`src/design/assert_macros.svh`:
```
// Assertion macros used by the RTL files.
`ifndef ASSERT_MACROS_SVH
`define ASSERT_MACROS_SVH
`ifndef NO_ASSERTIONS
// Checked while out of reset.
`define VMSD_ASSERT(lbl, prop) \
  lbl: assert property (@(posedge clk_i) disable iff (!rst_ni) prop) \
    else $error("vmsd assertion failed");
// Checked in and out of reset.
`define VMSD_ASSERT_RST(lbl, prop) \
  lbl: assert property (@(posedge clk_i) prop) \
    else $error("vmsd reset assertion failed");
`else
`define VMSD_ASSERT(lbl, prop)
`define VMSD_ASSERT_RST(lbl, prop)
`endif
`endif

```
`src/design/vmsd_pkg.sv`:
```
// Types, constants and codes for the voxel mean and std dev block.
`default_nettype none
package vmsd_pkg;

  localparam int SUM_W      = 24;
  localparam int SQ_W       = 48;
  localparam int WT_W       = 16;
  localparam int MINW_W     = 8;
  localparam int FRAC_W     = 8;
  localparam int DIVD_W     = 56;          // dividend/quotient width of every divider row
  localparam int DIV_STEPS  = DIVD_W;      // one quotient bit per cell
  localparam int ROOT_W     = DIVD_W / 2;
  localparam int SQRT_STEPS = ROOT_W;      // one root bit per cell
  localparam int SREM_W     = ROOT_W + 2;
  localparam int ADDR_W     = 5;
  localparam int DATA_W     = 32;

  localparam logic [SUM_W-1:0] SUM_MAX = {1'b0, {(SUM_W-1){1'b1}}};
  localparam logic [SUM_W-1:0] SUM_MIN = {1'b1, {(SUM_W-1){1'b0}}};
  localparam logic [WT_W-1:0]  WT_ONE  = WT_W'(1) << FRAC_W;

  typedef enum logic [2:0] {
    REG_SD_ENABLE     = 3'd0,
    REG_INCLUDE_MODE  = 3'd1,
    REG_DIVISOR_MODE  = 3'd2,
    REG_MIN_WEIGHT    = 3'd3,
    REG_GLOBAL_WEIGHT = 3'd4
  } reg_idx_e;

  typedef enum logic [1:0] {
    INC_ALL  = 2'd0,
    INC_MINW = 2'd1,
    INC_FULL = 2'd2,
    INC_RSVD = 2'd3
  } include_e;

  typedef enum logic [1:0] {
    DIVM_NONE   = 2'd0,
    DIVM_GLOBAL = 2'd1,
    DIVM_LOCAL  = 2'd2,
    DIVM_RSVD   = 2'd3
  } divisor_e;

  // What happens to the sum once its quotient is known
  typedef enum logic [1:0] {
    KIND_KEEP  = 2'd0,
    KIND_ZERO  = 2'd1,
    KIND_FAULT = 2'd2,
    KIND_DIV   = 2'd3
  } kind_e;

  typedef struct packed {
    logic             sd_enable;
    include_e         include_mode;
    divisor_e         divisor_mode;
    logic [MINW_W-1:0] min_weight;
    logic [WT_W-1:0]  global_weight;
  } cfg_t;

  typedef struct packed {
    logic [WT_W-1:0]   rem;
    logic [DIVD_W-1:0] dq;   // dividend bits out the top, quotient bits in the bottom
    logic [WT_W-1:0]   den;
  } div_t;

  typedef struct packed {
    logic [SREM_W-1:0] rem;
    logic [ROOT_W-1:0] root;
    logic [DIVD_W-1:0] rad;
  } sqrt_t;

  // Side data riding along the first divider rows
  typedef struct packed {
    logic             valid;
    logic             last;
    kind_e            kind;
    logic             sd_en;
    logic             sd_zero;
    logic [SUM_W-1:0] sum;
    logic [SQ_W-1:0]  sq;
    logic [WT_W-1:0]  wt;
  } sb1_t;

  // Side data riding along the variance divider and root rows
  typedef struct packed {
    logic             valid;
    logic             last;
    logic             sd_en;
    logic             sd_zero;
    logic             fault;
    logic [SUM_W-1:0] scaled;
    logic [SQ_W-1:0]  sq;
  } sb2_t;

endpackage
`default_nettype wire

```
`src/design/vmsd_div_cell.sv`:
```
// One restoring-division cell: one quotient bit per stage.
`default_nettype none
module vmsd_div_cell (
  input  wire logic          clk_i,
  input  wire logic          en_i,
  input  vmsd_pkg::div_t     d_i,
  output vmsd_pkg::div_t     q_o
);
  import vmsd_pkg::*;

  div_t            data_q, data_d;
  logic [WT_W:0]   trial;
  logic [WT_W:0]   diff;
  logic            ge;

  always_comb begin
    trial  = {d_i.rem, d_i.dq[DIVD_W-1]};
    diff   = trial - {1'b0, d_i.den};
    ge     = trial >= {1'b0, d_i.den};
    data_d.den = d_i.den;
    data_d.rem = ge ? diff[WT_W-1:0] : trial[WT_W-1:0];
    data_d.dq  = {d_i.dq[DIVD_W-2:0], ge};
  end

  always_ff @(posedge clk_i) begin
    if (en_i) begin
      data_q <= data_d;
    end
  end

  assign q_o = data_q;
endmodule
`default_nettype wire

```
`config.mk`:
```
export PLATFORM = sky130hd
export DESIGN_NAME = vmsd_div_cell
export DESIGN_NICKNAME = d
export VERILOG_FILES = /design/src/design/assert_macros.svh /design/src/design/vmsd_pkg.sv /design/src/design/vmsd_div_cell.sv
export SDC_FILE = /design/constraint.sdc
export NUM_CORES = 1
export LEC_CHECK = 0
export ABC_CLOCK_PERIOD_IN_PS = 7920
export BUFFER_PORTS_ARGS = -buffer_cell sky130_fd_sc_hd__clkbuf_2
export CORE_MARGIN = 2
export CORE_UTILIZATION = 35
export DETAILED_ROUTE_END_ITERATION = 10
export GPL_TIMING_DRIVEN = 0
export SYNTH_ARGS = -nofsm -noshare
export SYNTH_HDL_FRONTEND = slang
export SYNTH_SLANG_ARGS = --single-unit
```
`constraint.sdc`:
```
create_clock -name clk_i -period 7.92 [get_ports clk_i]
set_clock_uncertainty 0.2 [all_clocks]
set_input_delay 0.396 -clock clk_i [delete_from_list [all_inputs] [get_ports clk_i]]
set_output_delay 0.396 -clock clk_i [all_outputs]
set_load 0.02 [all_outputs]
```
==> impl_metrics.yaml <==
run_status:
  status: "complete, no violations"
clock_tree:
  clock-root-buffer: "sky130_fd_sc_hd__clkbuf_8"
  clkTransAtPathRegs_ns: 0.09
  cts.sinks: 88
  cts-root-to-sink-buffers: 2
  post_cts_resize_count: 0
  cts.htree.levels: 3
  cts_tree: "built"
  cts_buffers: 9
global_routing:
  grt_first_pass_wirelength_um: 14300
  grt_antenna_before_repair: 1
  globalRouteOverflowTotal: 0
  grt_max_degree: 69
  gr-usage-all-layers_pct: 16.4
  grt_pass1_vias: 2773
final_layout:
  layout.cells.most_common: "sky130_fd_sc_hd__clkbuf_2"
  fraction_of_final_layout_cells_sized_beyond_drive_strength_1_pct: 44.9
  antenna_cells_inserted: 0
  num-fill-cells: 912
  fin_nets: 581
  largest_reg_flops: 88
  syn2layout_area_growth_pct: 44.5
  layout.cells.most_common_list: "sky130_fd_sc_hd__clkbuf_2, sky130_fd_sc_hd__edfxtp_1, sky130_fd_sc_hd__dlygate4sd3_1"
timing:
  timing.slew.headroom_pct: 58.2
  finalHoldViolCount: 0
  setup_total_negative_slack_ns: 0
  finalCriticalPeriod_ns: 2.82
  final-max-slew-violation-count: 0
  tightest_slew_ns: 0.623
  final-setup-viol-count: 0
  max_clock_freq_mhz: 355
  rsz0062_at_grt: "no"
  layout_worst_path_cycle_share_pct: 35.6
logic_synthesis:
  postSynth.asyncResetShare_pct: 0
  yosys_most_used_dff: "sky130_fd_sc_hd__edfxtp_1"
  ys_seq_area_share_pct: 69.8
  ys_seq_elements: 88
  netlist_instances: 243
  postSynthNetCount: 350
  syn-mean-instance-area_um2: 15.6
  yosysUniqueCellTypes: 39
  synth_enable_flop_cells: 88
  synthesis.area_um2: 3790
  ys_warn_count: 0
setup_path:
  max_stage_delay_ns: 0.57
  crit_chain: "clkbuf_2 > inv_1 > ha_1 > fa_1 > nor2b_1 > o31ai_1 > a211oi_1 > nor2_1 > a32o_1 > o31a_1"
  cp_max_fo: 4
  crit_slowest_cell: "sky130_fd_sc_hd__a211oi_1"
  endpoint_kind: "register"
  worst_setup_path_start_kind: "input port"
  timing.critical_path.arrival_ns: 2.73
  worst_ep_required_time_ns: 7.83
  type_of_the_worst_setup_path: "input port to register"
power:
  ir_drop_mv: 0.0808
  p_sw_share_pct: 29.3
  switching_power_of_the_nets_mw: 0.325
  p_clk_share_pct: 25.8
  post-layout-total-power_mw: 1.11
  power.internal_mw: 0.786
  static-leakage-power_nw: 2.45
  seq_pwr_share_pct: 51.8
  p_comb_share_pct: 22.5
  powerDensity_nw_per_um2: 203
detailed_routing:
  dr.first_iter.drc_count: 184
  drt_pre_antenna_iters: 7
  routed-wl-met2_um: 4720
  post-route-drc-count: 0
  routed.top_layer: "met5"
  postRouteAntennaNets: 0
  routed_wirelength_um: 9690
  wl_met3_um: 858
  avg_wl_per_cell_um: 15.7
  m1WireLength_um: 3960
  detailroute.via_count: 2878
  viasPerCell: 4.68
floorplanning:
  die_area_um2: 11700
  die_x_um: 108
  std_cell_rows: 37
  fp.dieH_um: 108
  starting_utilization_of_the_core_area_pct: 36.4
  ioPinCount: 178
  fp.coreArea_um2: 10400
place:
  port_buffers: 177
  place.detailed.hpwl_um: 7120
  gp_congestion: 0.816
worst_hold_path:
  worstHoldPathType: "input port to register"
job:
  max-cap-violations: 0
worst max-delay path, delay by kind of cell:
kind,cells,cell delay [ns]
AND/OR/NAND/NOR,2,0.37
buffers and inverters,2,0.12
AO/OA/AOI/OAI,4,1.23
adder cells (fa/ha/maj),2,0.60
what timing repair did:
| item | in CTS | in global routing |
|---|---|---|
| buffers inserted | 0 | 0 |
| endpoints found under the hold margin | 36 | 6 |
| hold buffers | 36 | 6 |
per-layer routing:
layer / track usage, % / up-vias
met5: 0 / -
met4: 5.77 / 2
met3: 5.12 / 14
met2: 28.4 / 130
met1: 19.3 / 1347
li1: - / 1385
final timing paths:
kind                 from                 to  depth (start not counted)
setup / recovery  d_i[71]  q_o[84]$_DFFE_PP_                         10
hold / removal    d_i[21]  q_o[22]$_DFFE_PP_                          1
synthesized netlist by cell type, types with 2 or more instances:
| cell | instances | area, um^2 |
|---|---|---|
| sky130_fd_sc_hd__edfxtp_1 | 88 | 2640 |
| sky130_fd_sc_hd__inv_1 | 22 | 82.6 |
| sky130_fd_sc_hd__ha_1 | 16 | 200 |
| sky130_fd_sc_hd__a21oi_1 | 14 | 70.1 |
| sky130_fd_sc_hd__nor2_1 | 12 | 45.0 |
| sky130_fd_sc_hd__o21ai_0 | 12 | 60.1 |
| sky130_fd_sc_hd__nand2_1 | 8 | 30.0 |
| sky130_fd_sc_hd__a21o_1 | 7 | 52.6 |
| sky130_fd_sc_hd__mux2_2 | 7 | 78.8 |
| sky130_fd_sc_hd__mux2_4 | 6 | 90.1 |
| sky130_fd_sc_hd__xnor2_1 | 6 | 52.6 |
| sky130_fd_sc_hd__a211oi_1 | 5 | 37.5 |
| sky130_fd_sc_hd__nand3_1 | 3 | 15.0 |
| sky130_fd_sc_hd__nor2b_1 | 3 | 18.8 |
| sky130_fd_sc_hd__o21a_1 | 3 | 22.5 |
| sky130_fd_sc_hd__xor2_1 | 3 | 26.3 |
| sky130_fd_sc_hd__a21boi_0 | 2 | 15.0 |
| sky130_fd_sc_hd__buf_4 | 2 | 15.0 |
| sky130_fd_sc_hd__mux2i_1 | 2 | 20.0 |
| sky130_fd_sc_hd__nand4_1 | 2 | 12.5 |
| sky130_fd_sc_hd__o31a_1 | 2 | 17.5 |
through the flow:
step                      instance area, um^2  utilization (%)  instances  hold WS (ns)  setup slack [ns]
final                                    5470             52.5        615        0.0128              5.10
after floorplan                          3790                -        243         0.295              5.16
after global placement                   4840             46.5        556         0.374              4.74
after detailed placement                 4870             46.8        557         0.375              4.72
after CTS                                5410             52.0        609     0.0000250              5.11
after global routing                     5470             52.5        615      -0.00431              4.95
power by group through the flow:
stage | logic [mW] | registers, mW | clock network (mW)
floorplan | 0.0843 | 0.643 | 0
global placement | 0.228 | 0.586 | 0
detailed placement | 0.233 | 0.586 | 0
CTS | 0.249 | 0.576 | 0.295
global route | 0.270 | 0.580 | 0.314
finish | 0.250 | 0.575 | 0.286
cells by family (layout without fill, tap and decap cells):
family,after synthesis,count (layout),share of synthesized area [%]
compound gates,55,55,9.98
mux,15,15,4.99
flops,88,88,69.8
fa+ha+maj,17,17,5.81
xor+xnor,9,9,2.08
simple gates,33,33,4.36
buf+inv,26,262,3.01
final cells by class:
type / instances / area, um^2 / area share, %
Sequential cell: 88 / 2640 / 48.3
Multi-Input combinational cell: 129 / 1030 / 18.8
Clock buffer: 9 / 124 / 2.26
Buffer: 4 / 31.3 / 0.572
Clock inverter: 7 / 53.8 / 0.983
Timing Repair Buffer: 220 / 1340 / 24.4
Inverter: 22 / 82.6 / 1.51
Tap cell: 136 / 170 / 3.11
No activity file was read; power rests on OpenSTA's default activity.
