File: src/design/assert_macros.svh
// Assertion macros used by the RTL files.
`ifndef ASSERT_MACROS_SVH
`define ASSERT_MACROS_SVH
`ifndef NO_ASSERTIONS
// Checked while out of reset.
`define VMSD_ASSERT(lbl, prop) \
  lbl: assert property (@(posedge clk_i) disable iff (!rst_ni) prop) \
    else $error("vmsd assertion failed");
// Checked in and out of reset.
`define VMSD_ASSERT_RST(lbl, prop) \
  lbl: assert property (@(posedge clk_i) prop) \
    else $error("vmsd reset assertion failed");
`else
`define VMSD_ASSERT(lbl, prop)
`define VMSD_ASSERT_RST(lbl, prop)
`endif
`endif

File: src/design/vmsd_pkg.sv
// Types, constants and codes for the voxel mean and std dev block.
`default_nettype none
package vmsd_pkg;

  localparam int SUM_W      = 24;
  localparam int SQ_W       = 48;
  localparam int WT_W       = 16;
  localparam int MINW_W     = 8;
  localparam int FRAC_W     = 8;
  localparam int DIVD_W     = 56;          // dividend/quotient width of every divider row
  localparam int DIV_STEPS  = DIVD_W;      // one quotient bit per cell
  localparam int ROOT_W     = DIVD_W / 2;
  localparam int SQRT_STEPS = ROOT_W;      // one root bit per cell
  localparam int SREM_W     = ROOT_W + 2;
  localparam int ADDR_W     = 5;
  localparam int DATA_W     = 32;

  localparam logic [SUM_W-1:0] SUM_MAX = {1'b0, {(SUM_W-1){1'b1}}};
  localparam logic [SUM_W-1:0] SUM_MIN = {1'b1, {(SUM_W-1){1'b0}}};
  localparam logic [WT_W-1:0]  WT_ONE  = WT_W'(1) << FRAC_W;

  typedef enum logic [2:0] {
    REG_SD_ENABLE     = 3'd0,
    REG_INCLUDE_MODE  = 3'd1,
    REG_DIVISOR_MODE  = 3'd2,
    REG_MIN_WEIGHT    = 3'd3,
    REG_GLOBAL_WEIGHT = 3'd4
  } reg_idx_e;

  typedef enum logic [1:0] {
    INC_ALL  = 2'd0,
    INC_MINW = 2'd1,
    INC_FULL = 2'd2,
    INC_RSVD = 2'd3
  } include_e;

  typedef enum logic [1:0] {
    DIVM_NONE   = 2'd0,
    DIVM_GLOBAL = 2'd1,
    DIVM_LOCAL  = 2'd2,
    DIVM_RSVD   = 2'd3
  } divisor_e;

  // What happens to the sum once its quotient is known
  typedef enum logic [1:0] {
    KIND_KEEP  = 2'd0,
    KIND_ZERO  = 2'd1,
    KIND_FAULT = 2'd2,
    KIND_DIV   = 2'd3
  } kind_e;

  typedef struct packed {
    logic             sd_enable;
    include_e         include_mode;
    divisor_e         divisor_mode;
    logic [MINW_W-1:0] min_weight;
    logic [WT_W-1:0]  global_weight;
  } cfg_t;

  typedef struct packed {
    logic [WT_W-1:0]   rem;
    logic [DIVD_W-1:0] dq;   // dividend bits out the top, quotient bits in the bottom
    logic [WT_W-1:0]   den;
  } div_t;

  typedef struct packed {
    logic [SREM_W-1:0] rem;
    logic [ROOT_W-1:0] root;
    logic [DIVD_W-1:0] rad;
  } sqrt_t;

  // Side data riding along the first divider rows
  typedef struct packed {
    logic             valid;
    logic             last;
    kind_e            kind;
    logic             sd_en;
    logic             sd_zero;
    logic [SUM_W-1:0] sum;
    logic [SQ_W-1:0]  sq;
    logic [WT_W-1:0]  wt;
  } sb1_t;

  // Side data riding along the variance divider and root rows
  typedef struct packed {
    logic             valid;
    logic             last;
    logic             sd_en;
    logic             sd_zero;
    logic             fault;
    logic [SUM_W-1:0] scaled;
    logic [SQ_W-1:0]  sq;
  } sb2_t;

endpackage
`default_nettype wire

File: src/design/vmsd_cfg.sv
// APB configuration registers.
`default_nettype none
module vmsd_cfg (
  input  wire logic                  clk_i,
  input  wire logic                  rst_ni,
  input  wire logic                  psel,
  input  wire logic                  penable,
  input  wire logic                  pwrite,
  input  wire logic [vmsd_pkg::ADDR_W-1:0] paddr,
  input  wire logic [vmsd_pkg::DATA_W-1:0] pwdata,
  output logic [vmsd_pkg::DATA_W-1:0]      prdata,
  output vmsd_pkg::cfg_t             cfg_o
);
  import vmsd_pkg::*;

  cfg_t     cfg_q, cfg_d;
  reg_idx_e idx;
  logic     wr;

  assign idx = reg_idx_e'(paddr[ADDR_W-1:2]);
  assign wr  = psel && penable && pwrite;

  always_comb begin
    cfg_d = cfg_q;
    if (wr) begin
      unique case (idx)
        REG_SD_ENABLE:     cfg_d.sd_enable     = pwdata[0];
        REG_INCLUDE_MODE:  cfg_d.include_mode  = include_e'(pwdata[1:0]);
        REG_DIVISOR_MODE:  cfg_d.divisor_mode  = divisor_e'(pwdata[1:0]);
        REG_MIN_WEIGHT:    cfg_d.min_weight    = pwdata[MINW_W-1:0];
        REG_GLOBAL_WEIGHT: cfg_d.global_weight = pwdata[WT_W-1:0];
        default: ;
      endcase
    end
  end

  always_comb begin
    prdata = '0;
    unique case (idx)
      REG_SD_ENABLE:     prdata = DATA_W'(cfg_q.sd_enable);
      REG_INCLUDE_MODE:  prdata = DATA_W'(cfg_q.include_mode);
      REG_DIVISOR_MODE:  prdata = DATA_W'(cfg_q.divisor_mode);
      REG_MIN_WEIGHT:    prdata = DATA_W'(cfg_q.min_weight);
      REG_GLOBAL_WEIGHT: prdata = DATA_W'(cfg_q.global_weight);
      default:           prdata = '0;
    endcase
  end

  always_ff @(posedge clk_i or negedge rst_ni) begin
    if (!rst_ni) begin
      cfg_q <= '{sd_enable: 1'b0, include_mode: INC_ALL, divisor_mode: DIVM_NONE,
                 min_weight: '0, global_weight: WT_ONE};
    end else begin
      cfg_q <= cfg_d;
    end
  end

  assign cfg_o = cfg_q;
endmodule
`default_nettype wire

File: config.mk
export PLATFORM = sky130hd
export DESIGN_NAME = vmsd_cfg
export DESIGN_NICKNAME = d
export VERILOG_FILES = /design/src/design/assert_macros.svh /design/src/design/vmsd_pkg.sv /design/src/design/vmsd_cfg.sv
export SDC_FILE = /design/constraint.sdc
export NUM_CORES = 1
export LEC_CHECK = 0
export BUFFER_PORTS_ARGS = -buffer_cell sky130_fd_sc_hd__buf_2
export CORE_MARGIN = 5
export CORE_UTILIZATION = 44
export DETAILED_ROUTE_END_ITERATION = 8
export GPL_TIMING_DRIVEN = 0
export HOLD_SLACK_MARGIN = 0.1
export PLACE_DENSITY = 0.85
export SYNTH_ARGS = -nofsm -noshare
export SYNTH_HDL_FRONTEND = slang
export SYNTH_SLANG_ARGS = --single-unit
File: constraint.sdc
create_clock -name clk_i -period 2.32 [get_ports clk_i]
set_clock_uncertainty 0.05 [all_clocks]
set_input_delay 0.348 -clock clk_i [delete_from_list [all_inputs] [get_ports clk_i]]
set_output_delay 0.348 -clock clk_i [all_outputs]
set_load 0.01 [all_outputs]
==> qor.yml <==
grt_max_degree: 30
start_kind: "input port"
cts_buffers: 5
route.antenna.remaining_nets: 0
path_cells: "buf_4 -> nor3b_2 -> clkbuf_1 -> a21oi_1 -> o21ai_0 -> buf_2"
period_needed_ns: 2.02
grt-ovfl-total: 0
synth_area_leader_cell: "dfrtp_1"
finalPower_mw: 1.38
ys_seq_area_frac: 0.489
synth.avg_cell_area_um2: 12.9
multi_input_comb_area_um2: 654
hold_viol_final: 0
timing.final.crit_share: 0.872
crit_start: "paddr[3]"
worst_slew_pin_slew_ns: 0.635
largest_reg_flops: 29
synthAdderAreaFrac: 0
end_kind: "output pin"
slowest_stage: "nor3b_2"
rows: 21
ys_ff_latch: 29
die_x_um: 68.1
max_cap_violations: 0
clkPwrFrac: 0.227
synth_most_common_cell: "mux2_2"
firstDrtPassIters: 4
synthTopCellsByArea: "dfrtp_1, mux2_2, buf_4"
swShare: 0.302
path_clk_slew_ns: 0.09
area_delta_synth_final_pct: 34.9
synth_xor_area_frac: 0
r2r_cells: 1
r2r_slack_ns: 1.48
setup_viol: 0
hold_path_startpoint: "pwdata[11]"
async_flop_share: 1.00
ff_latch_area_um2: 727
synth_top_family_by_area: "multiplexers"
yosys-top-cells-count: "mux2_2, dfrtp_1, buf_4"
drc: 0
grt_pass1_wl_mm: 5.18
fmax_ghz: 0.494
clock_latency_ns: 0.32
critPathKind: "input port to output pin"
synth.area.mux_share: 0.233
synth-compound-area-share: 0.0573
post_drt_via_cell_ratio: 4.53
p_seq_frac: 0.491
detail_route.wl_per_cell_um: 13.4
synth_area_mm2: 0.00149
cts_tree: "yes"
worstReg2RegEnd: "cfg_o[23]"
p_leak_nw: 1.11
cts.path.max_buffers: 2
antenna_found_initial: 0
cp_num_buf_inv: 3
die-area_mm2: 0.00464
internal-power_uw: 960
min_path_cells: 2
vdd_drop_max_mv: 0.518
powerDensity_mw_per_mm2: 687
holdPathEnd: "cfg_o[11]"
cts_root_buf: "clkbuf_4"
diodes: 0
ys_types: 28
postCtsSetupBuffers: 0
fin_nets: 246
r2r_start: "cfg_o[23]"
routed_wl_mm: 3.36
cp_max_fo: 10
start_util: 0.449
ys.flop_type: "dfrtp_1"
fillers: 299
fp.dieH_um: 68.1
critPathArrivalTime_ns: 1.63
io_pins: 103
yosysTopAreaCellShare: 0.472
vias: 1138
finalSetupTns_ns: 0
place.gp.congestion: 0.765
synth-simple-area-share: 0.106
status: "completed"
core_area_mm2: 0.00331
syn_inst: 115
power.share.combinational: 0.282
crit_family: "buffers and inverters"
grt_pass1_vias: 1133
rsz0062_at_grt: "no"
slowest_delay_ns: 0.41
ys_warn_count: 0
drtIter0Drc: 46
drive_gt1_frac: 0.615
switching_power_uw: 416
hpwl_mm: 2.63
hp-class: "input port to flop"
slew_violations: 0
synth-edff-count: 0
io_buffers: 66
htree_levels: 2
maxSlewHeadroom: 0.577
track_usage: 0.150
cts_sinks: 29
cp.required_ns: 1.92
-- cells by family (layout without fill, tap and decap cells) --
kind of cell | count (synthesis) | in the layout
compound gates | 11 | 11
flops | 29 | 29
mux | 31 | 31
simple gates | 21 | 21
other cells | 1 | 16
buf+inv | 22 | 97
-- layout make-up --
class | instances | area share
buffer | 20 | 0.0787
clock buffer | 8 | 0.0294
inverter | 2 | 0.00375
multi-input combinational | 79 | 0.327
sequential | 29 | 0.363
tap | 46 | 0.0287
timing repair buffer | 67 | 0.170
-- stage by stage --
stage | cell area, µm² | hold slack, ns | cells | setup WS [ns] | util
2_1_floorplan | 1540 | 0.00241 | 130 | 0.504 | -
3_3_place_gp | 1930 | 0.352 | 242 | -0.0609 | 0.583
3_5_place_dp | 1930 | 0.352 | 242 | -0.0260 | 0.583
4_1_cts | 2000 | 0.182 | 251 | 0.00182 | 0.604
5_1_grt | 2000 | 0.175 | 251 | 0.155 | 0.605
6_report | 2000 | 0.200 | 251 | 0.296 | 0.605
-- how the worst max path moves through the flow --
stage                 to  slack, ns  cells after the start
3_5_place_dp   prdata[1]      -0.03                      6
3_3_place_gp   prdata[1]      -0.06                      6
6_report       prdata[1]       0.30                      6
2_1_floorplan  prdata[1]       0.50                      5
4_1_cts        prdata[1]      0.002                      6
5_1_grt        prdata[1]       0.15                      6
-- what timing repair did --
action	4_1_cts	5_1_grt
hold buffers	1	0
endpoints found under the setup margin	0	10
gates resized for setup	0	1
endpoints found under the hold margin	28	0
-- layer usage --
layer  vias to the layer above  share of wire  wire length [µm]  track usage
li1                        551              -                 -            -
met1                       525           0.42              1400        0.182
met2                        58           0.46              1550        0.244
met3                         4           0.11               384       0.0575
met4                         0         0.0092                31       0.0447
met5                         -              0                 0            0
-- layout by cell type, fill, tap and decap left out --
| cell type | Yosys | layout |
|---|---|---|
| buf_2 | 0 | 66 |
| mux2_2 | 29 | 29 |
| dfrtp_1 | 28 | 28 |
| buf_4 | 17 | 17 |
| conb_1 | 1 | 16 |
| and2_1 | 8 | 8 |
| a22o_1 | 6 | 6 |
| clkbuf_4 | 0 | 5 |
| clkbuf_1 | 1 | 3 |
| inv_1 | 2 | 2 |
| mux2i_1 | 2 | 2 |
| nor2_1 | 2 | 2 |
| nor3_1 | 2 | 2 |
| buf_6 | 1 | 1 |
| nand2b_1 | 1 | 1 |
| nand2_1 | 1 | 1 |
| o22a_1 | 1 | 1 |
| nand3_1 | 1 | 1 |
| o21a_1 | 1 | 1 |
| o22ai_1 | 1 | 1 |
| nor3b_2 | 0 | 1 |
| and4bb_2 | 1 | 1 |
| a21oi_1 | 1 | 1 |
| o21ai_0 | 1 | 1 |
| nand4b_4 | 1 | 1 |
| nor3b_4 | 1 | 1 |
| buf_8 | 1 | 1 |
| nand4_1 | 1 | 1 |
| nor2_2 | 1 | 1 |
| dfstp_2 | 1 | 1 |
| clkbuf_8 | 0 | 1 |
| dlygate4sd3_1 | 0 | 1 |
-- power groups by stage --
stage / sequential (mW) / combinational (mW) / clock (mW)
finish: 0.676 / 0.388 / 0.313
global route: 0.692 / 0.426 / 0.354
CTS: 0.677 / 0.394 / 0.325
detailed placement: 0.686 / 0.392 / 0
global placement: 0.681 / 0.384 / 0
floorplan: 0.727 / 0.170 / 0
Note: power is estimated with default switching activity, not from simulation.
