### src/design/assert_macros.svh
// Assertion macros used by the RTL files.
`ifndef ASSERT_MACROS_SVH
`define ASSERT_MACROS_SVH
`ifndef NO_ASSERTIONS
// Checked while out of reset.
`define VMSD_ASSERT(lbl, prop) \
  lbl: assert property (@(posedge clk_i) disable iff (!rst_ni) prop) \
    else $error("vmsd assertion failed");
// Checked in and out of reset.
`define VMSD_ASSERT_RST(lbl, prop) \
  lbl: assert property (@(posedge clk_i) prop) \
    else $error("vmsd reset assertion failed");
`else
`define VMSD_ASSERT(lbl, prop)
`define VMSD_ASSERT_RST(lbl, prop)
`endif
`endif

### src/design/vmsd_pkg.sv
// Types, constants and codes for the voxel mean and std dev block.
`default_nettype none
package vmsd_pkg;

  localparam int SUM_W      = 24;
  localparam int SQ_W       = 48;
  localparam int WT_W       = 16;
  localparam int MINW_W     = 8;
  localparam int FRAC_W     = 8;
  localparam int DIVD_W     = 56;          // dividend/quotient width of every divider row
  localparam int DIV_STEPS  = DIVD_W;      // one quotient bit per cell
  localparam int ROOT_W     = DIVD_W / 2;
  localparam int SQRT_STEPS = ROOT_W;      // one root bit per cell
  localparam int SREM_W     = ROOT_W + 2;
  localparam int ADDR_W     = 5;
  localparam int DATA_W     = 32;

  localparam logic [SUM_W-1:0] SUM_MAX = {1'b0, {(SUM_W-1){1'b1}}};
  localparam logic [SUM_W-1:0] SUM_MIN = {1'b1, {(SUM_W-1){1'b0}}};
  localparam logic [WT_W-1:0]  WT_ONE  = WT_W'(1) << FRAC_W;

  typedef enum logic [2:0] {
    REG_SD_ENABLE     = 3'd0,
    REG_INCLUDE_MODE  = 3'd1,
    REG_DIVISOR_MODE  = 3'd2,
    REG_MIN_WEIGHT    = 3'd3,
    REG_GLOBAL_WEIGHT = 3'd4
  } reg_idx_e;

  typedef enum logic [1:0] {
    INC_ALL  = 2'd0,
    INC_MINW = 2'd1,
    INC_FULL = 2'd2,
    INC_RSVD = 2'd3
  } include_e;

  typedef enum logic [1:0] {
    DIVM_NONE   = 2'd0,
    DIVM_GLOBAL = 2'd1,
    DIVM_LOCAL  = 2'd2,
    DIVM_RSVD   = 2'd3
  } divisor_e;

  // What happens to the sum once its quotient is known
  typedef enum logic [1:0] {
    KIND_KEEP  = 2'd0,
    KIND_ZERO  = 2'd1,
    KIND_FAULT = 2'd2,
    KIND_DIV   = 2'd3
  } kind_e;

  typedef struct packed {
    logic             sd_enable;
    include_e         include_mode;
    divisor_e         divisor_mode;
    logic [MINW_W-1:0] min_weight;
    logic [WT_W-1:0]  global_weight;
  } cfg_t;

  typedef struct packed {
    logic [WT_W-1:0]   rem;
    logic [DIVD_W-1:0] dq;   // dividend bits out the top, quotient bits in the bottom
    logic [WT_W-1:0]   den;
  } div_t;

  typedef struct packed {
    logic [SREM_W-1:0] rem;
    logic [ROOT_W-1:0] root;
    logic [DIVD_W-1:0] rad;
  } sqrt_t;

  // Side data riding along the first divider rows
  typedef struct packed {
    logic             valid;
    logic             last;
    kind_e            kind;
    logic             sd_en;
    logic             sd_zero;
    logic [SUM_W-1:0] sum;
    logic [SQ_W-1:0]  sq;
    logic [WT_W-1:0]  wt;
  } sb1_t;

  // Side data riding along the variance divider and root rows
  typedef struct packed {
    logic             valid;
    logic             last;
    logic             sd_en;
    logic             sd_zero;
    logic             fault;
    logic [SUM_W-1:0] scaled;
    logic [SQ_W-1:0]  sq;
  } sb2_t;

endpackage
`default_nettype wire

### src/design/vmsd_sqrt_cell.sv
// One digit-by-digit square root cell: one root bit per stage.
`default_nettype none
module vmsd_sqrt_cell (
  input  wire logic          clk_i,
  input  wire logic          en_i,
  input  vmsd_pkg::sqrt_t    d_i,
  output vmsd_pkg::sqrt_t    q_o
);
  import vmsd_pkg::*;

  sqrt_t             data_q, data_d;
  logic [SREM_W-1:0] part, trial;
  logic              ge;

  always_comb begin
    part  = {d_i.rem[SREM_W-3:0], d_i.rad[DIVD_W-1 -: 2]};
    trial = {d_i.root, 2'b01};
    ge    = part >= trial;
    data_d.rem  = ge ? (part - trial) : part;
    data_d.root = {d_i.root[ROOT_W-2:0], ge};
    data_d.rad  = {d_i.rad[DIVD_W-3:0], 2'b00};
  end

  always_ff @(posedge clk_i) begin
    if (en_i) begin
      data_q <= data_d;
    end
  end

  assign q_o = data_q;
endmodule
`default_nettype wire
### config.mk
export PLATFORM = sky130hd
export DESIGN_NAME = vmsd_sqrt_cell
export DESIGN_NICKNAME = d
export VERILOG_FILES = /design/src/design/assert_macros.svh /design/src/design/vmsd_pkg.sv /design/src/design/vmsd_sqrt_cell.sv
export SDC_FILE = /design/constraint.sdc
export NUM_CORES = 1
export LEC_CHECK = 0
export ABC_AREA = 1
export BUFFER_PORTS_ARGS = -buffer_cell sky130_fd_sc_hd__buf_4
export CAP_MARGIN = 20
export CORE_MARGIN = 3
export CORE_UTILIZATION = 45
export DETAILED_ROUTE_END_ITERATION = 10
export GPL_TIMING_DRIVEN = 0
export PLACE_DENSITY = 0.76
export SYNTH_ARGS = -nofsm -noshare
export SYNTH_HDL_FRONTEND = slang
export SYNTH_SLANG_ARGS = --single-unit
### constraint.sdc
create_clock -name clk_i -period 1.8 [get_ports clk_i]
set_input_delay 0.18 -clock clk_i [delete_from_list [all_inputs] [get_ports clk_i]]
set_output_delay 0.18 -clock clk_i [all_outputs]
set_load 0.02 [all_outputs]
==> flow_summary.yaml, run 1 <==
hold_path:
  type_of_the_tightest_min_delay_check: "input port to flip-flop"
  hold_path_startpoint: "d_i[64]"
  hold_path_depth: 1
synth:
  post_synth_xor_area_fraction_pct: 1.93
  synth_edf_count: 112
  yosys.cell_types.count: 32
  synthCells: 721
  syn-mean-instance-area_sq_um: 8.79
  synth_fa_ha_area_share_pct: 5.92
  main_area_contributors_after_synthesis: "edfxtp_1 53%, nand2_1 15%, inv_1 8.1%, ha_1 5.9%, nand3_1 4.9%"
  synth_compound_area_share_pct: 2.01
  synthFlopType: "edfxtp_1"
  yosys-mux-area-fraction_pct: 0
  ys_ff_latch: 112
  yosysMostFrequentCell: "nand2_1"
  synth_top_area_cell: "edfxtp_1"
  synth-seq-area-share_pct: 53.0
  synth.cells.most_frequent: "252 x nand2_1, 136 x inv_1, 112 x edfxtp_1"
  synth_warnings: 0
  netlist_area_sq_um: 6340
  dominant_combinational_cell_family_by_area_after_synthesis: "simple AND/OR/NAND/NOR gates"
  share_of_synthesized_registers_carrying_an_async_set_or_reset_pct: 0
  post_synth_and_or_nand_nor_area_fraction_pct: 27.2
  synthDominantCellAreaShare_pct: 53.0
floorplanning:
  core-area_sq_um: 13500
  dieArea_sq_um: 15600
  floorplan.initialDensity_pct: 47.0
  num_io_pins: 230
  die_width_um: 125
  fp-row-count: 42
  fp.dieH_um: 125
cts:
  ctsLongestPathBuffers: 2
  numCtsBuffers: 9
  h-tree-depth: 3
  clock_tree_from_tritoncts: "yes"
  clk_transition_reported_paths_ns: 0.08
  cell_at_the_root_of_the_clock_tree: "clkbuf_16"
  cts_num_sinks: 112
final_layout:
  filler_cell_count: 1049
  final_net_count: 1177
  n_antenna_cell: 0
  final_layout_size_suffix_gt1_share_pct: 31.5
  layout-area-overhead-vs-synth_pct: 50.4
  finish.utilization_pct: 70.6
  largest_register_ffs: 112
route:
  drt_first_iter_violations: 381
  drt-total-wl_um: 19800
  detail-route-antenna-nets: 0
  wl_per_cell_um: 16.3
  via_count: 5849
  detail_route.vias_per_cell: 4.83
  dr.pass1.iters: 5
  drt_drc: 0
power_and_ir_drop:
  power.clock.fraction_pct: 26.5
  power_frac_comb_pct: 30.0
  leakagePower_nw: 4.72
  power.switching_mw: 2.36
  power.share.sequential_pct: 43.5
  design_power_total_mw: 7.48
  p_sw_share_pct: 31.6
  internal-power_mw: 5.12
  vdd.ir_drop.worst_uv: 553
  power-per-cell-area_nw_per_um2: 785
sta:
  ratio_of_final_minimum_period_to_clock_period_pct: 93.5
  max_clock_freq_ghz: 0.594
  worst-slew-pin-transition_ns: 0.606
  setup_viol: 0
  final_period_minus_worst_setup_slack_ns: 1.68
  worst_hold_slack_ns: 0.0106
  final-max-slew-violation-count: 0
  relative_slew_slack_pct: 59.6
  final-hold-violation-count: 0
grt:
  grt_remaining_overflow: 0
  grt_first_pass_wirelength_um: 30600
  first_global_vias: 5727
  grt_max_degree: 69
  grt_antenna_before_repair: 0
  groute.usage.overall_pct: 24.9
run_status:
  result_of_the_run: "complete, no violations"
setup_path:
  startpoint: "d_i[58]"
  cp-end-kind: "flip-flop"
  worstPathArrival_ns: 1.79
  crit_path_start_kind: "input port"
  crit_fanout: 10
  criticalPathCategory: "input port to flip-flop"
  cp_data_required_time_ns: 1.91
flow_run:
  timing.max_cap.violations: 0
placed_design:
  dp_hpwl_um: 14600
  gpl.final_weighted_congestion: 0.925
  port_buffers: 225
[final cells by class]
type	instances	area (sq um)	area share (%)
multi-input combinational	459	2580	27.0
sequential	112	3360	35.3
clock inverter	7	70.1	0.735
inverter	139	522	5.47
tap	176	220	2.31
clock buffer	9	225	2.36
timing repair buffer	299	2450	25.7
buffer	11	100	1.05
[worst max-delay path: stages]
cell and delay [ns]:
buf_4 0.08, inv_1 0.03, ha_1 0.36, nand2_4 0.11
inv_1 0.04, nand2_1 0.09, nand3_2 0.13, nand2_1 0.11
nand2_2 0.09, nand2_2 0.08, nand3_4 0.10, buf_6 0.17
nand3_1 0.12, nand2_1 0.08
[final timing paths]
kind	slack, ns	end
worst min-delay path	0.01	q_o[65]
worst max-delay path	0.12	q_o[107]
[cell usage in the layout, fill, tap and decap left out, types with 2 or more instances in the layout]
master / Yosys / layout
a21oi_1: 16 / 15
a21oi_2: 1 / 2
buf_4: 3 / 229
buf_6: 6 / 6
clkbuf_16: 0 / 9
conb_1: 1 / 2
dlygate4sd3_1: 0 / 71
edfxtp_1: 112 / 112
ha_1: 30 / 10
ha_2: 0 / 12
ha_4: 0 / 8
inv_1: 136 / 136
inv_2: 2 / 2
inv_6: 0 / 2
inv_8: 0 / 2
nand2_1: 252 / 244
nand2_2: 8 / 14
nand2_4: 0 / 2
nand3_1: 62 / 62
nand3_2: 13 / 13
nand3b_1: 4 / 4
nand4_1: 6 / 6
nor2_1: 30 / 23
nor2_2: 8 / 8
nor2_4: 1 / 8
nor3_1: 3 / 3
o21ai_0: 2 / 2
o21bai_1: 2 / 2
xor2_1: 13 / 13
[metrics by stage]
step | worst slack [ns] | setup TNS (ns) | cell area, sq um | cells
after floorplan | 0.0555 | 0 | 6340 | 722
after global placement | -0.389 | -9.74 | 8250 | 1123
after detailed placement | -0.361 | -9.50 | 8280 | 1124
after CTS | 0.0105 | 0 | 9230 | 1205
after global routing | -0.00819 | -0.00819 | 9530 | 1212
final | 0.117 | 0 | 9530 | 1212
[power groups by stage]
stage | clock, mW | combinational (mW) | sequential (mW)
2_1_floorplan | 0 | 0.784 | 3.63
3_3_place_gp | 0 | 1.97 | 3.29
3_5_place_dp | 0 | 2.00 | 3.30
4_1_cts | 2.03 | 2.13 | 3.25
5_1_grt | 2.14 | 2.44 | 3.28
6_report | 1.99 | 2.24 | 3.25
[timing repair]
| item | CTS | global route |
|---|---|---|
| gates resized for setup | 0 | 49 |
| hold buffers | 65 | 6 |
| buffers inserted | 0 | 2 |
| setup endpoints to repair | 0 | 29 |
| endpoints found under the hold margin | 65 | 6 |
[logic make-up (layout without fill, tap and decap cells)]
kind of cell	after synthesis	count (layout)
AO/OA/AOI/OAI	23	23
adder cells (fa/ha/maj)	30	30
AND/OR/NAND/NOR	390	390
XOR/XNOR	14	14
flip-flops	112	112
buffers and inverters	151	465
other	1	2
[per-layer routing]
metal | vias to the layer above | share of wire (%) | global-route usage [%] | routed length, um
met2 | 206 | 51 | 44.3 | 10100
li1 | 2915 | - | - | -
met5 | - | 0 | 0 | 0
met3 | 20 | 7.1 | 5.45 | 1390
met4 | 0 | 1.5 | 5.54 | 293
met1 | 2708 | 40 | 30.9 | 7970
(Power assumes the default switching activity.)
==> run 2: changes to the inputs <==
ABC_AREA = not set   (was 1)
CORE_UTILIZATION = 44   (was 45)
==> run 2 against run 1 <==
Against the previous run: the run now ends with negative setup slack left; clock-buffer cell count grew 1; power increased by 1.1%; die area is 7.1% lower; via count shrank 17%.
==> flow_summary.yaml, run 2 <==
run_status:
  result_of_the_run: "complete, but fails checks"
  violations: "negative setup slack"
final_layout:
  layout-area-overhead-vs-synth_pct: 61.1
  regArea_sq_um: 3360
  highest_count_cells_in_the_layout_ignoring_fill_and_taps: "245 x buf_4, 112 x edfxtp_1, 56 x dlygate4sd3_1"
  largest_register_ffs: 112
  multi_input_area_sq_um: 2460
  final_layout_size_suffix_gt1_share_pct: 48.4
  final_net_count: 904
  postLayoutCellArea_sq_um: 9240
  mostFrequentLayoutCell: "buf_4"
  finish.utilization_pct: 72.9
  filler_cell_count: 800
route:
  drt-total-wl_um: 18400
  detail-route-antenna-nets: 0
  via_count: 4880
  detail_route.vias_per_cell: 5.21
  dr.pass1.iters: 4
  wl_per_cell_um: 19.6
  drt_drc: 0
  drt_first_iter_violations: 381
setup_path:
  cp-end-kind: "flip-flop"
  criticalPathCategory: "input port to flip-flop"
  worstPathArrival_ns: 2.37
  crit_fanout: 5
  cp_data_required_time_ns: 1.90
  crit_path_start_kind: "input port"
  worst_setup_path_end: "q_o[86]"
  startpoint: "d_i[87]"
sta:
  rsz_0062_raised_after_global_routing: "true"
  final-max-slew-violation-count: 0
  worst-slew-pin-transition_ns: 0.504
  final_period_minus_worst_setup_slack_ns: 2.26
  worst_hold_slack_ns: 0.00947
  max_clock_freq_ghz: 0.442
  relative_slew_slack_pct: 65.5
  worst_slack_ns: -0.462
  final-hold-violation-count: 0
  ratio_of_final_minimum_period_to_clock_period_pct: 126
  setup_viol: 31
power_and_ir_drop:
  leakagePower_nw: 4.03
  vdd.ir_drop.worst_uv: 460
  power-per-cell-area_nw_per_um2: 818
flow_run:
  timing.max_cap.violations: 0
placed_design:
  gpl.final_weighted_congestion: 0.853
  dp_hpwl_um: 11500
  detailed_place.area_sq_um: 7850
  port_buffers: 225
grt:
  grt_max_degree: 76
  grt_first_pass_wirelength_um: 26600
  first_global_vias: 4823
  grt_remaining_overflow: 0
  groute.usage.overall_pct: 23.9
  grt_antenna_before_repair: 1
floorplanning:
  die_width_um: 120
  fp-row-count: 41
  core-area_sq_um: 12700
  fp.dieH_um: 120
  dieArea_sq_um: 14400
  floorplan.initialDensity_pct: 45.3
  num_io_pins: 230
cts:
  clock_tree_from_tritoncts: "yes"
  numCtsBuffers: 9
  clk_transition_reported_paths_ns: 0.07
  ctsLongestPathBuffers: 2
  cell_at_the_root_of_the_clock_tree: "clkbuf_16"
  cts_num_sinks: 112
  h-tree-depth: 3
synth:
  synth.cells.most_frequent: "112 x edfxtp_1, 40 x inv_1, 32 x a21oi_1"
  synthDominantCellAreaShare_pct: 58.6
  synth_edf_count: 112
  synth_top_area_cell: "edfxtp_1"
  yosys.cell_types.count: 57
  ys_ff_latch: 112
  share_of_synthesized_registers_carrying_an_async_set_or_reset_pct: 0
  synth-seq-area-share_pct: 58.6
  netlist_area_sq_um: 5740
  main_area_contributors_after_synthesis: "edfxtp_1 59%, ha_1 6.5%, mux2_4 6.5%, a21oi_1 2.8%, inv_1 2.6%"
  yosysMostFrequentCell: "edfxtp_1"
  syn-mean-instance-area_sq_um: 13.4
  synthCells: 429
  synth_warnings: 0
  synthFlopType: "edfxtp_1"
hold_path:
  type_of_the_tightest_min_delay_check: "input port to flip-flop"
run 2: cell families after synthesis:
logic type,after synthesis,synth area share (%)
other cells,1,0.0654
fa+ha+maj,30,6.54
buf+inv,51,4.38
compound gates,104,12.5
mux,29,7.26
simple gates,80,7.28
xor+xnor,22,3.36
flops,112,58.6
run 2: worst min-delay path by stage:
stage	startpoint	endpoint	slack (ns)	depth (start not counted)
CTS	d_i[30]	q_o[32]	0.00007	1
global placement	d_i[40]	q_o[42]	0.36	1
floorplan	d_i[8]	q_o[10]	0.28	0
detailed placement	d_i[2]	q_o[4]	0.36	1
finish	d_i[0]	q_o[2]	0.009	1
global route	d_i[40]	q_o[42]	-0.002	1
run 2: final cells by class:
type | instances | share of cell area [%]
antenna | 1 | 0.0271
buffer | 9 | 0.988
clock buffer | 10 | 2.48
clock inverter | 6 | 0.447
inverter | 40 | 1.81
multi-input combinational | 267 | 26.6
sequential | 112 | 36.4
tap | 172 | 2.33
timing repair buffer | 319 | 28.9
run 2: where the power goes:
| part | internal [mW] | total [mW] | switching (mW) |
|---|---|---|---|
| Combinational | 1.23 | 2.41 | 1.18 |
| Clock | 0.945 | 1.90 | 0.951 |
| Sequential | 3.17 | 3.26 | 0.0843 |
run 2: what timing repair did:
action,in CTS,in global routing
resized for setup,41,26
buffers inserted,22,15
pin swaps,21,22
endpoints found under the hold margin,48,8
setup endpoints to repair,31,31
cloned,2,0
hold buffers,48,8
run 2: worst max-delay path: stages:
cell and delay [ns]:
buf_8 0.10, ha_4 0.25, a21o_1 0.18, a31oi_2 0.18, nand2_2 0.10, a211oi_2 0.25, a211o_1 0.18, nand3_2 0.09
a31o_4 0.28, buf_12 0.14, buf_12 0.13, mux2_4 0.30
run 2: through the flow:
| step | cells | TNS, ns | worst slack [ns] | total power, mW |
|---|---|---|---|---|
| 3_5_place_dp | 828 | -25.17 | -0.916 | 5.30 |
| 3_3_place_gp | 827 | -25.10 | -0.914 | 5.26 |
| 4_1_cts | 915 | -12.37 | -0.441 | 7.45 |
| 5_1_grt | 936 | -14.63 | -0.514 | 7.86 |
| 6_report | 936 | -12.85 | -0.462 | 7.56 |
| 2_1_floorplan | 430 | -15.40 | -0.535 | 4.48 |
run 2: per-layer routing:
layer | vias up | part of all wire, % | GRT usage [%]
li1 | 2270 | - | -
met1 | 2350 | 37 | 27.0
met2 | 222 | 52 | 42.7
met5 | - | 0 | 0
met4 | 0 | 3.4 | 9.66
met3 | 38 | 7.8 | 6.78
==> run 3: changes to the inputs <==
CELL_PAD_IN_SITES_DETAIL_PLACEMENT = 1   (was not set)
CELL_PAD_IN_SITES_GLOBAL_PLACEMENT = 2   (was not set)
CORE_MARGIN = 2   (was 3)
CORE_UTILIZATION = 28   (was 44)
==> run 3 against run 2 <==
Against the previous run: the flow still finishes with violations (negative setup slack); utilization decreased by 25 points; first-iteration DRC count down 66%; non-clock buffer count grew 13; setup slack lost 0.0045 ns; maximum frequency fell by 0.20%.
==> flow_summary.yaml, run 3 (synthesis gave the netlist of run 2 again) <==
run_status:
  result_of_the_run: "complete, but fails checks"
  violations: "negative setup slack"
sta:
  worst_hold_slack_ns: 0.00969
  worst_slack_ns: -0.467
  max_clock_freq_ghz: 0.441
  final_period_minus_worst_setup_slack_ns: 2.27
  setup_viol: 31
  ratio_of_final_minimum_period_to_clock_period_pct: 126
  final-max-slew-violation-count: 0
  relative_slew_slack_pct: 61.0
  sum_neg_setup_slack_ns: -12.24
  final-hold-violation-count: 0
  worst-slew-pin-transition_ns: 0.585
  rsz_0062_raised_after_global_routing: "true"
final_layout:
  postLayoutCellArea_sq_um: 9640
  layout-area-overhead-vs-synth_pct: 68.0
  highest_count_cells_in_the_layout_ignoring_fill_and_taps: "243 x buf_4, 112 x edfxtp_1, 68 x dlygate4sd3_1"
  final_layout_size_suffix_gt1_share_pct: 49.6
  mostFrequentLayoutCell: "buf_4"
  n_antenna_cell: 0
  final_cells: 1046
  final_net_count: 917
  largest_register_ffs: 112
floorplanning:
  fp.dieH_um: 147
  fp-row-count: 52
  num_io_pins: 230
  die_width_um: 147
  dieArea_sq_um: 21700
  core-area_sq_um: 20200
  floorplan.initialDensity_pct: 28.4
setup_path:
  path_depth: 13
  cpPeakStageDelay_ns: 0.29
  crit_family: "compound AO/OA/AOI/OAI gates"
  worstPathArrival_ns: 2.38
  cp_data_required_time_ns: 1.91
  criticalPathCategory: "input port to flip-flop"
  crit_path_start_kind: "input port"
  timing.critical_path.cells: "buf_8, inv_4, ha_4, a21o_1, a31oi_4, nand2_2, a211oi_2, a211o_1, nand3_2, a31o_4, buf_12, buf_12, mux2_4"
  crit_path_frequent_cell: "buf_12"
  crit_fanout: 5
  crit_path_top_delay_cell: "mux2_4"
  cp-end-kind: "flip-flop"
  cp.buffers_inverters: 4
cts:
  cts_num_sinks: 112
  clock_tree_from_tritoncts: "yes"
  ctsLongestPathBuffers: 2
  clk_transition_reported_paths_ns: 0.08
  cell_at_the_root_of_the_clock_tree: "clkbuf_16"
  h-tree-depth: 3
  numCtsBuffers: 9
hold_path:
  type_of_the_tightest_min_delay_check: "input port to flip-flop"
  hold_path_depth: 1
placed_design:
  placedCellCount: 926
  detailed_place.area_sq_um: 7970
  port_buffers: 225
  gpl.final_weighted_congestion: 0.777
  dp_hpwl_um: 12400
grt:
  grt_remaining_overflow: 0
  grt_antenna_before_repair: 0
  groute.usage.overall_pct: 16.1
  grt_first_pass_wirelength_um: 27400
  first_global_vias: 5028
  grt_max_degree: 74
route:
  drt_first_iter_violations: 129
  dr.pass1.iters: 4
  wl_per_cell_um: 16.9
  drt-total-wl_um: 17700
  via_count: 4709
  drt_drc: 0
  detail-route-antenna-nets: 0
  detail_route.vias_per_cell: 4.50
power_and_ir_drop:
  vdd.ir_drop.worst_uv: 407
  power-per-cell-area_nw_per_um2: 799
  leakagePower_nw: 4.14
flow_run:
  timing.max_cap.violations: 0
==> run 3: final timing paths <==
| kind | endpoint | slack, ns | start |
|---|---|---|---|
| setup / recovery | q_o[108] | -0.47 | d_i[59] |
| hold / removal | q_o[20] | 0.01 | d_i[18] |
==> run 3: area by class of cell <==
cell class | count | area (sq um)
fill | 2127 | 10500
sequential | 112 | 3360
timing repair buffer | 335 | 2860
multi-input combinational | 267 | 2550
tap | 270 | 338
clock buffer | 10 | 229
inverter | 40 | 173
buffer | 6 | 66.3
clock inverter | 6 | 60.1
==> run 3: metrics by stage <==
stage          setup slack [ns]  util [%]  power, mW
2_1_floorplan            -0.535         -       4.48
3_3_place_gp              -1.02      39.4       5.30
3_5_place_dp              -1.02      39.5       5.33
4_1_cts                  -0.444      46.7       7.70
5_1_grt                  -0.519      47.8       8.07
6_report                 -0.467      47.8       7.71
==> run 3: per-layer routing <==
metal / wire length [um] / global-route usage (%) / vias to the layer above
met1: 7140 / 18.8 / 2262
met3: 1000 / 3.73 / 16
met5: 0 / 0 / -
met4: 209 / 3.56 / 0
li1: - / - / 2286
met2: 9330 / 30.1 / 145
==> run 3: where the power goes <==
group          internal [mW]  switching (mW)  leakage (nW)
logic                   1.28            1.18          2.90
registers               3.17          0.0698          1.10
clock network          0.982            1.02         0.143
==> run 3: repair_timing <==
item                       CTS  global route
pin swaps                   27            24
buffers inserted            25            14
hold endpoints to repair    66             2
hold buffers                66             2
setup endpoints to repair   31            31
gates resized for setup     60            40
gates cloned                 3             0
